<file path="config.mk">
export PLATFORM = sky130hd
export DESIGN_NAME = mb_ctrl
export DESIGN_NICKNAME = d
export VERILOG_FILES = /design/src/hdl/mb_pkg.sv /design/src/hdl/mb_ctrl.sv
export SDC_FILE = /design/constraint.sdc
export NUM_CORES = 1
export LEC_CHECK = 0
export BUFFER_PORTS_ARGS = -buffer_cell sky130_fd_sc_hd__buf_2
export CORE_MARGIN = 4
export CORE_UTILIZATION = 50
export CTS_CLUSTER_SIZE = 20
export DETAILED_ROUTE_END_ITERATION = 6
export GPL_TIMING_DRIVEN = 0
export PLACE_DENSITY = 0.77
export SLEW_MARGIN = 20
export SYNTH_ARGS = -nofsm -noshare
export SYNTH_HDL_FRONTEND = slang
export SYNTH_SLANG_ARGS = --single-unit
export TNS_END_PERCENT = 20
</file>
<file path="constraint.sdc">
create_clock -name aclk -period 1.8 [get_ports aclk]
set_input_delay 0.09 -clock aclk [delete_from_list [all_inputs] [get_ports aclk]]
set_output_delay 0.09 -clock aclk [all_outputs]
set_load 0.005 [all_outputs]
</file>
<file path="src/hdl/mb_pkg.sv">
`default_nettype none
// ----------------------------------------------------------------------------
// mb_pkg
// Shared constants, controller states and the command/status bundles that
// connect the escape-time controller and its datapath.
// ----------------------------------------------------------------------------
package mb_pkg;

    localparam int FRAC_BITS     = 28;
    localparam int ITER_BITS     = 16;
    localparam int PERIOD_WINDOW = 21;
    localparam int EXTRA_STEPS   = 4;

    localparam int C_W   = 32;              // point coordinate, Q4.28
    localparam int Z_W   = 64;              // wide z for the extra steps
    localparam int EXT_W = ITER_BITS + 1;
    localparam int MAG_W = 32;
    localparam int MAG_FRAC = 16;           // magnitude is Q16.16

    localparam int PER_W  = (PERIOD_WINDOW > 1) ? $clog2(PERIOD_WINDOW) : 1;
    localparam int XCNT_W = (EXTRA_STEPS > 1) ? $clog2(EXTRA_STEPS) : 1;

    localparam logic [ITER_BITS-1:0] MAX_ITER_RESET = ITER_BITS'(256);
    localparam logic [Z_W-1:0]       ESCAPE_LIMIT   = Z_W'(4) << (2 * FRAC_BITS);
    localparam logic [EXT_W-1:0]     EXTRA_INC      = EXT_W'(EXTRA_STEPS);

    typedef enum logic [3:0] {
        ST_IDLE,
        ST_IT_MUL,
        ST_IT_UPD,
        ST_X_MUL,
        ST_X_WAIT,
        ST_X_SUM1,
        ST_X_SUM2,
        ST_M_SUM,
        ST_M_MAG,
        ST_DONE
    } ctrl_state_t;

    typedef enum logic [3:0] {
        OP_NONE,
        OP_LOAD,
        OP_IT_MUL,
        OP_IT_UPD,
        OP_X_SUM1,
        OP_X_SUM2,
        OP_M_SUM,
        OP_M_MAG,
        OP_OUT
    } dp_op_t;

    typedef enum logic [1:0] {
        SEL_RR,
        SEL_II,
        SEL_RI
    } mul_sel_t;

    typedef struct packed {
        dp_op_t   op;
        logic     mul_start;
        mul_sel_t mul_sel;
    } dp_cmd_t;

    typedef struct packed {
        logic count_at_max;
        logic escape;
        logic periodic;
        logic mul_done;
    } dp_sts_t;

endpackage
`default_nettype wire

</file>
<file path="src/hdl/mb_ctrl.sv">
`default_nettype none
// ----------------------------------------------------------------------------
// mb_ctrl
// Sequencer for one point: load, iterate (multiply / update), extra wide
// steps through the shared multiplier, magnitude, and result handoff.
// ----------------------------------------------------------------------------
module mb_ctrl (
    input  logic             aclk,
    input  logic             aresetn,
    input  logic             s_valid,
    output logic             s_ready,
    output logic             m_valid,
    input  logic             m_ready,
    input  mb_pkg::dp_sts_t  sts,
    output mb_pkg::dp_cmd_t  cmd
);
    import mb_pkg::*;

    localparam logic [XCNT_W-1:0] XCNT_LAST =
        XCNT_W'((EXTRA_STEPS > 0) ? EXTRA_STEPS - 1 : 0);

    ctrl_state_t        state_reg, state_next;
    mul_sel_t           sel_reg, sel_next;
    logic [XCNT_W-1:0]  xcnt_reg, xcnt_next;
    logic               m_valid_reg, m_valid_next;
    logic               out_free;
    logic               out_load;

    assign out_free = !m_valid_reg || m_ready;
    assign out_load = (state_reg == ST_DONE) && out_free;

    always_comb begin
        state_next = state_reg;
        sel_next   = sel_reg;
        xcnt_next  = xcnt_reg;
        case (state_reg)
            ST_IDLE: begin
                if (s_valid) begin
                    state_next = ST_IT_MUL;
                end
            end
            ST_IT_MUL: begin
                state_next = sts.count_at_max ? ST_DONE : ST_IT_UPD;
            end
            ST_IT_UPD: begin
                if (sts.escape) begin
                    sel_next   = SEL_RR;
                    xcnt_next  = '0;
                    state_next = (EXTRA_STEPS > 0) ? ST_X_MUL : ST_M_SUM;
                end else if (sts.periodic) begin
                    state_next = ST_DONE;
                end else begin
                    state_next = ST_IT_MUL;
                end
            end
            ST_X_MUL: begin
                state_next = ST_X_WAIT;
            end
            ST_X_WAIT: begin
                if (sts.mul_done) begin
                    if (sel_reg == SEL_RI) begin
                        state_next = ST_X_SUM1;
                    end else begin
                        sel_next   = (sel_reg == SEL_RR) ? SEL_II : SEL_RI;
                        state_next = ST_X_MUL;
                    end
                end
            end
            ST_X_SUM1: begin
                state_next = ST_X_SUM2;
            end
            ST_X_SUM2: begin
                if (xcnt_reg == XCNT_LAST) begin
                    state_next = ST_M_SUM;
                end else begin
                    xcnt_next  = xcnt_reg + 1'b1;
                    sel_next   = SEL_RR;
                    state_next = ST_X_MUL;
                end
            end
            ST_M_SUM: begin
                state_next = ST_M_MAG;
            end
            ST_M_MAG: begin
                state_next = ST_DONE;
            end
            ST_DONE: begin
                if (out_free) begin
                    state_next = ST_IDLE;
                end
            end
            default: begin
                state_next = ST_IDLE;
            end
        endcase

        if (out_load) begin
            m_valid_next = 1'b1;
        end else if (m_ready) begin
            m_valid_next = 1'b0;
        end else begin
            m_valid_next = m_valid_reg;
        end
    end

    always_comb begin
        cmd.op        = OP_NONE;
        cmd.mul_start = 1'b0;
        cmd.mul_sel   = sel_reg;
        s_ready       = 1'b0;
        case (state_reg)
            ST_IDLE: begin
                s_ready = 1'b1;
                cmd.op  = s_valid ? OP_LOAD : OP_NONE;
            end
            ST_IT_MUL: begin
                cmd.op = sts.count_at_max ? OP_NONE : OP_IT_MUL;
            end
            ST_IT_UPD: begin
                cmd.op = OP_IT_UPD;
            end
            ST_X_MUL: begin
                cmd.mul_start = 1'b1;
            end
            ST_X_SUM1: begin
                cmd.op = OP_X_SUM1;
            end
            ST_X_SUM2: begin
                cmd.op = OP_X_SUM2;
            end
            ST_M_SUM: begin
                cmd.op = OP_M_SUM;
            end
            ST_M_MAG: begin
                cmd.op = OP_M_MAG;
            end
            ST_DONE: begin
                cmd.op = out_free ? OP_OUT : OP_NONE;
            end
            default: begin
                cmd.op = OP_NONE;
            end
        endcase
    end

    always_ff @(posedge aclk) begin
        if (!aresetn) begin
            state_reg   <= ST_IDLE;
            sel_reg     <= SEL_RR;
            xcnt_reg    <= '0;
            m_valid_reg <= 1'b0;
        end else begin
            state_reg   <= state_next;
            sel_reg     <= sel_next;
            xcnt_reg    <= xcnt_next;
            m_valid_reg <= m_valid_next;
        end
    end

    assign m_valid = m_valid_reg;

endmodule
`default_nettype wire

</file>
After elaboration in Yosys (flattened, before gate mapping). Cells that the tools add are included.

Add/sub/neg operators: 1. Multipliers: 0. Div/mod/pow operators: 0. $lt $le $gt $ge: 0. Equal/unequal tests: 17. Shift operators: 0. Mux-type cells: 25. Bitwise logic cells: 0. Reductions and logical operators: 11.

Operator list (count): $pmux W4 S10 (1); $pmux W4 S8 (1); $mux W4 (7); $eq A4 B3 Y1 const B (4); $mux W2 (7); $ne A2 B2 Y1 const B (6); $eq A4 B2 Y1 const B (2); $eq A4 B4 Y1 const B (2); $mux W3 (2); $pmux W2 S3 (1); $reduce_and A3 Y1 (2); $mux W1 (5); $reduce_and A5 Y1 (1); $eq A2 B2 Y1 const B (2); $eq A4 B1 Y1 const B (1); $logic_not A4 Y1 (1); $pmux W2 S2 (1); $reduce_bool A2 Y1 (2); $reduce_bool A3 Y1 (1); $add A2 B1 Y2 const B (1); $logic_not A2 Y1 (1); $logic_and A1 B1 Y1 (1); $logic_not A1 Y1 (1); $logic_or A1 B1 Y1 (1).

Register bits: 9. Bits in latches: 0. RAM bits: 0. ROM bits: 0. Input port bits: 8. Output and inout port bits: 9. Logic and storage cells: 58. Memories kept: 0.

Logic depth before layout (Yosys ltp). Gate-level depths: netlist (run 1).

Word-level depth: 5. Depth in mapped cells: 6. Mapped depth without buffers: 4.

Least setup slack after synthesis (run 1). Ideal clock, no wire load.

Kind: reg2reg. From: reg xcnt_reg[0]. To: reg sel_reg[1]. Library setup time: 0.116 ns. Arrival time: 1.278 ns. Required time: 1.684 ns. Setup slack: 0.405 ns. Stages on the path, launching flop included: 5. Path buffers: 0. Period minus slack after synthesis: 1.395 ns. Cells stage by stage: dfxtp_1 -> ha_1 -> a2111o_1 -> a21o_1 -> o211a_1.

Word-level cells in the longest chain between the ends: 3.

RTL lines: start, declared (line mb_ctrl.sv:24) `logic [XCNT_W-1:0] xcnt_reg, xcnt_next;`; start signal, assigned (line mb_ctrl.sv:155) `xcnt_reg <= xcnt_next;`; $eq A2 B2 Y1 (line mb_ctrl.sv:73) `if (xcnt_reg == XCNT_LAST) begin`; $ne A2 B2 Y1 (no source line); $reduce_and A5 Y1 (no source line); end signal, assigned (line mb_ctrl.sv:154) `sel_reg <= sel_next;`; end, declared (line mb_ctrl.sv:23) `mul_sel_t sel_reg, sel_next;`.

Every way passes these cells. A chain may end at the register's enable or synchronous reset.

==> flow_summary.yaml, run 1 <==
placed_design:
  gp_congestion: 0.8406
  pre_cts_ws_ps: 316.6
  io_buffers: 16
  dp_hpwl_microns: 1246
final_layout:
  insertedDiodeCount: 0
  largest_reg_flops: 4
  area_growth_pct: 18.74
  drive_gt1_share_pct: 25.00
  fin_nets: 118
setup_path:
  cp-start-kind: "flip-flop"
  cpPeakStageDelay_ps: 370
  worstPathArrival_ps: 1560
  crit_top_cell: "buf_2"
  cp-end-kind: "output port"
  worstSetupPathType: "flip-flop to output port"
  cp_top_family: "buffers and inverters"
  required_ps: 1710
  rr_endpoint: "state_reg[0]"
  r2r-start: "state_reg[2]"
  reg2reg_depth: 6
  crit_end: "cmd[3]"
  r2r_setup_slack_ps: 300
  setup.worst_path.start: "state_reg[2]"
  slowest_stage: "or3_1"
  cp.depth: 5
  cp_max_fo: 10
  path_cells: "buf_2 -> buf_2 -> or3_1 -> a21oi_1 -> buf_2"
  cp.buffers_inverters: 3
global_routing:
  grt_antenna_before_repair: 0
  grt_pass1_vias: 617
  grt_usage_pct: 17.94
  grt_max_degree: 11
  grt_pass1_wl_microns: 2622
  overflow: 0
timing:
  slew_violations: 0
  whs_ps: 119.4
  finalClockSkew_ps: 0.3040
  rsz0062_at_grt: "no"
  setup_slack_ps: 149.7
  timing.final.crit_period_ps: 1650
  setup_violations: 0
  hold_viol: 0
  setup_tns_ps: 0
  fin_crit_sh_pct: 91.68
  slew_headroom_pct: 74.19
  fmax_mhz: 606.0
  worst_slew_pin_slew_ps: 387.1
clock_network:
  cts_sinks: 9
  insertion_delay_ps: 260
  cts_buffer_depth: 2
  cts_root_buf: "clkbuf_4"
  path_clk_slew_ps: 60
  cts_buffers: 3
  cts_tree: "built"
  htreeDepth: 1
synthesis:
  yosysWarnings: 0
  async_flop_share_pct: 0
  synth_cell_types: 37
  synthCells: 88
  synth_ff_type: "dfxtp_1"
  synth_edf_count: 0
  ys_seq_area_share_pct: 26.72
  synth.cell_area_sq_um: 674.4
  syn_area_per_cell_sq_um: 7.664
  syn_nets: 97
  synth.ff_latch_count: 9
power:
  comb_power_share_pct: 28.5
  swShare_pct: 31.73
  p_leak_nw: 0.3858
  peakVddDrop_mv: 0.4130
  internal-power_mw: 0.3627
  seqPwrFrac_pct: 41.5
  powerDensity_nw_per_um2: 663.5
  clkPwrFrac_pct: 30.0
  p_switching_mw: 0.1686
hold_path:
  worstHoldPathType: "primary input to flip-flop"
detailed_routing:
  drt-total-wl_microns: 1654
  vias_per_cell: 5.918
  dr_total_vias: 722
  detail-route-antenna-nets: 0
  wl_per_cell_microns: 13.56
  dr.pass1.iters: 4
  drt_iter0_markers: 22
  drc_errors: 0
outcome:
  outcome: "finished, final reports clean"
floorplanning:
  ioPinCount: 17
  dieArea_sq_um: 2000
  rows: 12
  core_sq_um: 1186
  die_width_microns: 44.73
  die_h_microns: 44.73
  initial_utilization_pct: 56.86
run:
  maxCapViolCount: 0
## worst min-delay path by stage
stage | endpoint | startpoint | cells after the start | slack, ps
final | state_reg[3] | aresetn | 2 | 120
after global routing | state_reg[3] | aresetn | 2 | 120
after CTS | state_reg[3] | aresetn | 2 | 110
after detailed placement | state_reg[3] | aresetn | 2 | 400
after global placement | state_reg[3] | aresetn | 2 | 400
after floorplan | state_reg[2] | aresetn | 2 | 200
## power groups by stage
stage | Clock (mW) | Combinational (mW) | Sequential (mW)
after floorplan | 0 | 0.102 | 0.221
after global placement | 0 | 0.149 | 0.224
after detailed placement | 0 | 0.150 | 0.224
after CTS | 0.165 | 0.151 | 0.219
after global routing | 0.176 | 0.169 | 0.222
final | 0.159 | 0.151 | 0.221
## synth_stat cells, types with 3 or more instances
cell     number  area (sq um)
dfxtp_1       9         180.2
nor2_1        9         33.78
nor2b_1       6         37.54
nor3_1        6         30.03
o21ai_0       6         30.03
buf_2         4         20.02
nand2_1       4         15.01
a21o_1        3         22.52
a21oi_1       3         15.01
a22oi_1       3         22.52
inv_1         3         11.26
## per-stage QoR
stage	total power [mW]	cells	area, sq um	utilization, %
6_report	0.5313	122	800.8	67.51
2_1_floorplan	0.3229	88	674.4	-
3_5_place_dp	0.3748	118	772.0	65.08
4_1_cts	0.5355	122	798.3	67.30
5_1_grt	0.5669	122	800.8	67.51
3_3_place_gp	0.3727	118	772.0	65.08
## cells by family after synthesis
family | after synthesis | synth area share, %
XOR/XNOR | 1 | 1.299
flip-flops | 9 | 26.72
AO/OA/AOI/OAI | 27 | 28.02
multiplexers | 1 | 1.484
adder cells (fa/ha/maj) | 1 | 1.855
AND/OR/NAND/NOR | 40 | 34.88
buffers and inverters | 9 | 5.752
## cell usage in the layout, fill, tap and decap left out, drive strengths merged, types with 2 or more instances in the layout
cell,count
and2,2
nand3b,2
clkbuf,6
o21ai,7
buf,20
dfxtp,9
nor2,9
inv,3
nand2b,3
nor3,6
nor4b,3
a21oi,3
a22oi,3
a21o,3
nand2,4
nor3b,2
nor2b,6
a21boi,2
## per-layer routing
metal  wire, microns  GRT usage, %  up-vias
met5               0             0        -
met4              21         5.422        0
met3             114         5.976        4
met2             794         29.51       25
met1             723         21.98      329
li1                -             -      364
## cell type report
type | count | area [sq um]
buffer | 6 | 27.53
clock buffer | 4 | 26.28
fill | 111 | 385.4
inverter | 3 | 11.26
multi-input combinational | 70 | 455.4
sequential | 9 | 182.7
tap | 14 | 17.52
timing repair buffer | 16 | 80.08
## what timing repair did
action                                 4_1_cts  5_1_grt
gates resized for setup                      0        2
buffers inserted                             0        0
hold buffers                                 0        0
endpoints found under the hold margin        0        0
setup endpoints to repair                    0        1
Note: power is estimated with default switching activity, not from simulation.
==> run 2: changes to the inputs <==
- clock period: 1.8 -> 1.61 ns (I/O delays scaled with it)
==> flow_summary.yaml, run 2 (synthesis results as in run 1) <==
outcome:
  outcome: "finished, final reports clean"
floorplanning:
  die_h_microns: 44.73
  core_sq_um: 1186
  die_width_microns: 44.73
  ioPinCount: 17
  rows: 12
  dieArea_sq_um: 2000
  initial_utilization_pct: 56.86
final_layout:
  final_common_cell: "buf_2"
  multiInputGateArea_sq_um: 465.4
  area_growth_pct: 20.59
  insertedDiodeCount: 0
  fillers: 111
  largest_reg_flops: 4
  layout_common_cells: "buf_2 (17), nor2_1 (9), dfxtp_1 (7), nor2b_1 (6), o21ai_0 (6)"
  post-route-util_pct: 68.57
  drive_gt1_share_pct: 28.04
  seq_area_sq_um: 182.7
  fin_nets: 117
setup_path:
  worstPathArrival_ps: 1460
  reg2reg_depth: 4
  r2r-start: "xcnt_reg[0]"
  r2r_setup_slack_ps: 110
  rr_endpoint: "sel_reg[1]"
  worstSetupPathType: "flip-flop to output port"
  crit_end: "cmd[4]"
  cp-start-kind: "flip-flop"
  cp-end-kind: "output port"
  required_ps: 1530
  setup.worst_path.start: "state_reg[1]"
  cp_max_fo: 10
placed_design:
  gp_congestion: 0.8406
  io_buffers: 16
  dp_hpwl_microns: 1246
global_routing:
  grt_usage_pct: 17.70
  grt_pass1_vias: 600
  grt_pass1_wl_microns: 2580
  grt_antenna_before_repair: 0
  overflow: 0
  grt_max_degree: 20
  top_usage_layer: "met2"
  use_met1_pct: 22.46
  met2_usage_pct: 28.08
  use_met3_pct: 5.976
clock_network:
  htreeDepth: 1
  cts_buffers: 3
  cts_root_buf: "clkbuf_4"
  cts_buffer_depth: 2
  insertion_delay_ps: 260
  cts_sinks: 9
  ctsHoldBuffers: 0
  cts_tree: "built"
  path_clk_slew_ps: 60
detailed_routing:
  wl_per_cell_microns: 13.85
  drt_iter0_markers: 21
  dr.pass1.iters: 4
  detail-route-antenna-nets: 0
  drt-total-wl_microns: 1676
  dr_total_vias: 704
  drc_errors: 0
  vias_per_cell: 5.818
power:
  powerDensity_nw_per_um2: 738.9
  p_leak_nw: 0.3913
  peakVddDrop_mv: 0.4616
hold_path:
  worstHoldPathType: "primary input to flip-flop"
timing:
  rsz0062_at_grt: "yes"
  slew_violations: 0
  fin_crit_sh_pct: 95.58
  finalClockSkew_ps: 2.213
  setup_violations: 0
  whs_ps: 110.0
  worst_slew_pin_slew_ps: 376.0
  timing.final.crit_period_ps: 1539
  hold_viol: 0
  fmax_mhz: 649.8
  slew_headroom_pct: 74.87
run:
  maxCapViolCount: 0
## run 2: layout make-up
cell class | instances | area share [%]
Buffer | 5 | 3.692
Clock buffer | 4 | 3.231
Inverter | 3 | 1.385
Multi-Input combinational cell | 70 | 57.23
Sequential cell | 9 | 22.46
Tap cell | 14 | 2.154
Timing Repair Buffer | 16 | 9.846
## run 2: per-stage QoR
step	setup TNS [ps]	instances	power [mW]	setup WS, ps	instance area, sq um
final	0	121	0.6009	71.18	813.3
after floorplan	0	88	0.3610	215.3	674.4
after global routing	-81.33	121	0.6405	-42.11	813.3
after global placement	0	118	0.4167	157.7	772.0
after detailed placement	0	118	0.4190	126.6	772.0
after CTS	0	121	0.6020	30.98	800.8
## run 2: worst min-delay path by stage
stage	startpoint	to	slack [ps]	cells past startpoint
CTS	aresetn	state_reg[3]	100	2
floorplan	aresetn	state_reg[2]	200	2
global route	aresetn	state_reg[3]	110	2
detailed placement	aresetn	state_reg[3]	390	2
global placement	aresetn	state_reg[3]	390	2
finish	aresetn	state_reg[3]	110	2
## run 2: metal layers
layer | share of wire [%] | vias to the layer above
li1 | - | 360
met2 | 49 | 19
met1 | 45 | 323
met3 | 5.4 | 2
met4 | 0.60 | 0
met5 | 0 | -
## run 2: report_power, final
group / total [mW] / internal (mW) / leakage (nW) / switching [mW]
combinational: 0.176 / 0.0801 / 0.303 / 0.0960
sequential: 0.248 / 0.234 / 0.0737 / 0.0138
clock: 0.177 / 0.0957 / 0.0150 / 0.0814
total: 0.601 / 0.410 / 0.391 / 0.191
## run 2: repair_timing
action,in CTS,in global routing
buffers inserted,0,0
setup endpoints to repair,3,5
hold endpoints to repair,0,0
resized for setup,3,8
## run 2: worst max-delay path: stages, from the launching register on
cell	delay (ps)
dfxtp_2	420
buf_4	200
nand2_1	80
and2_1	180
o31ai_1	170
buf_2	150
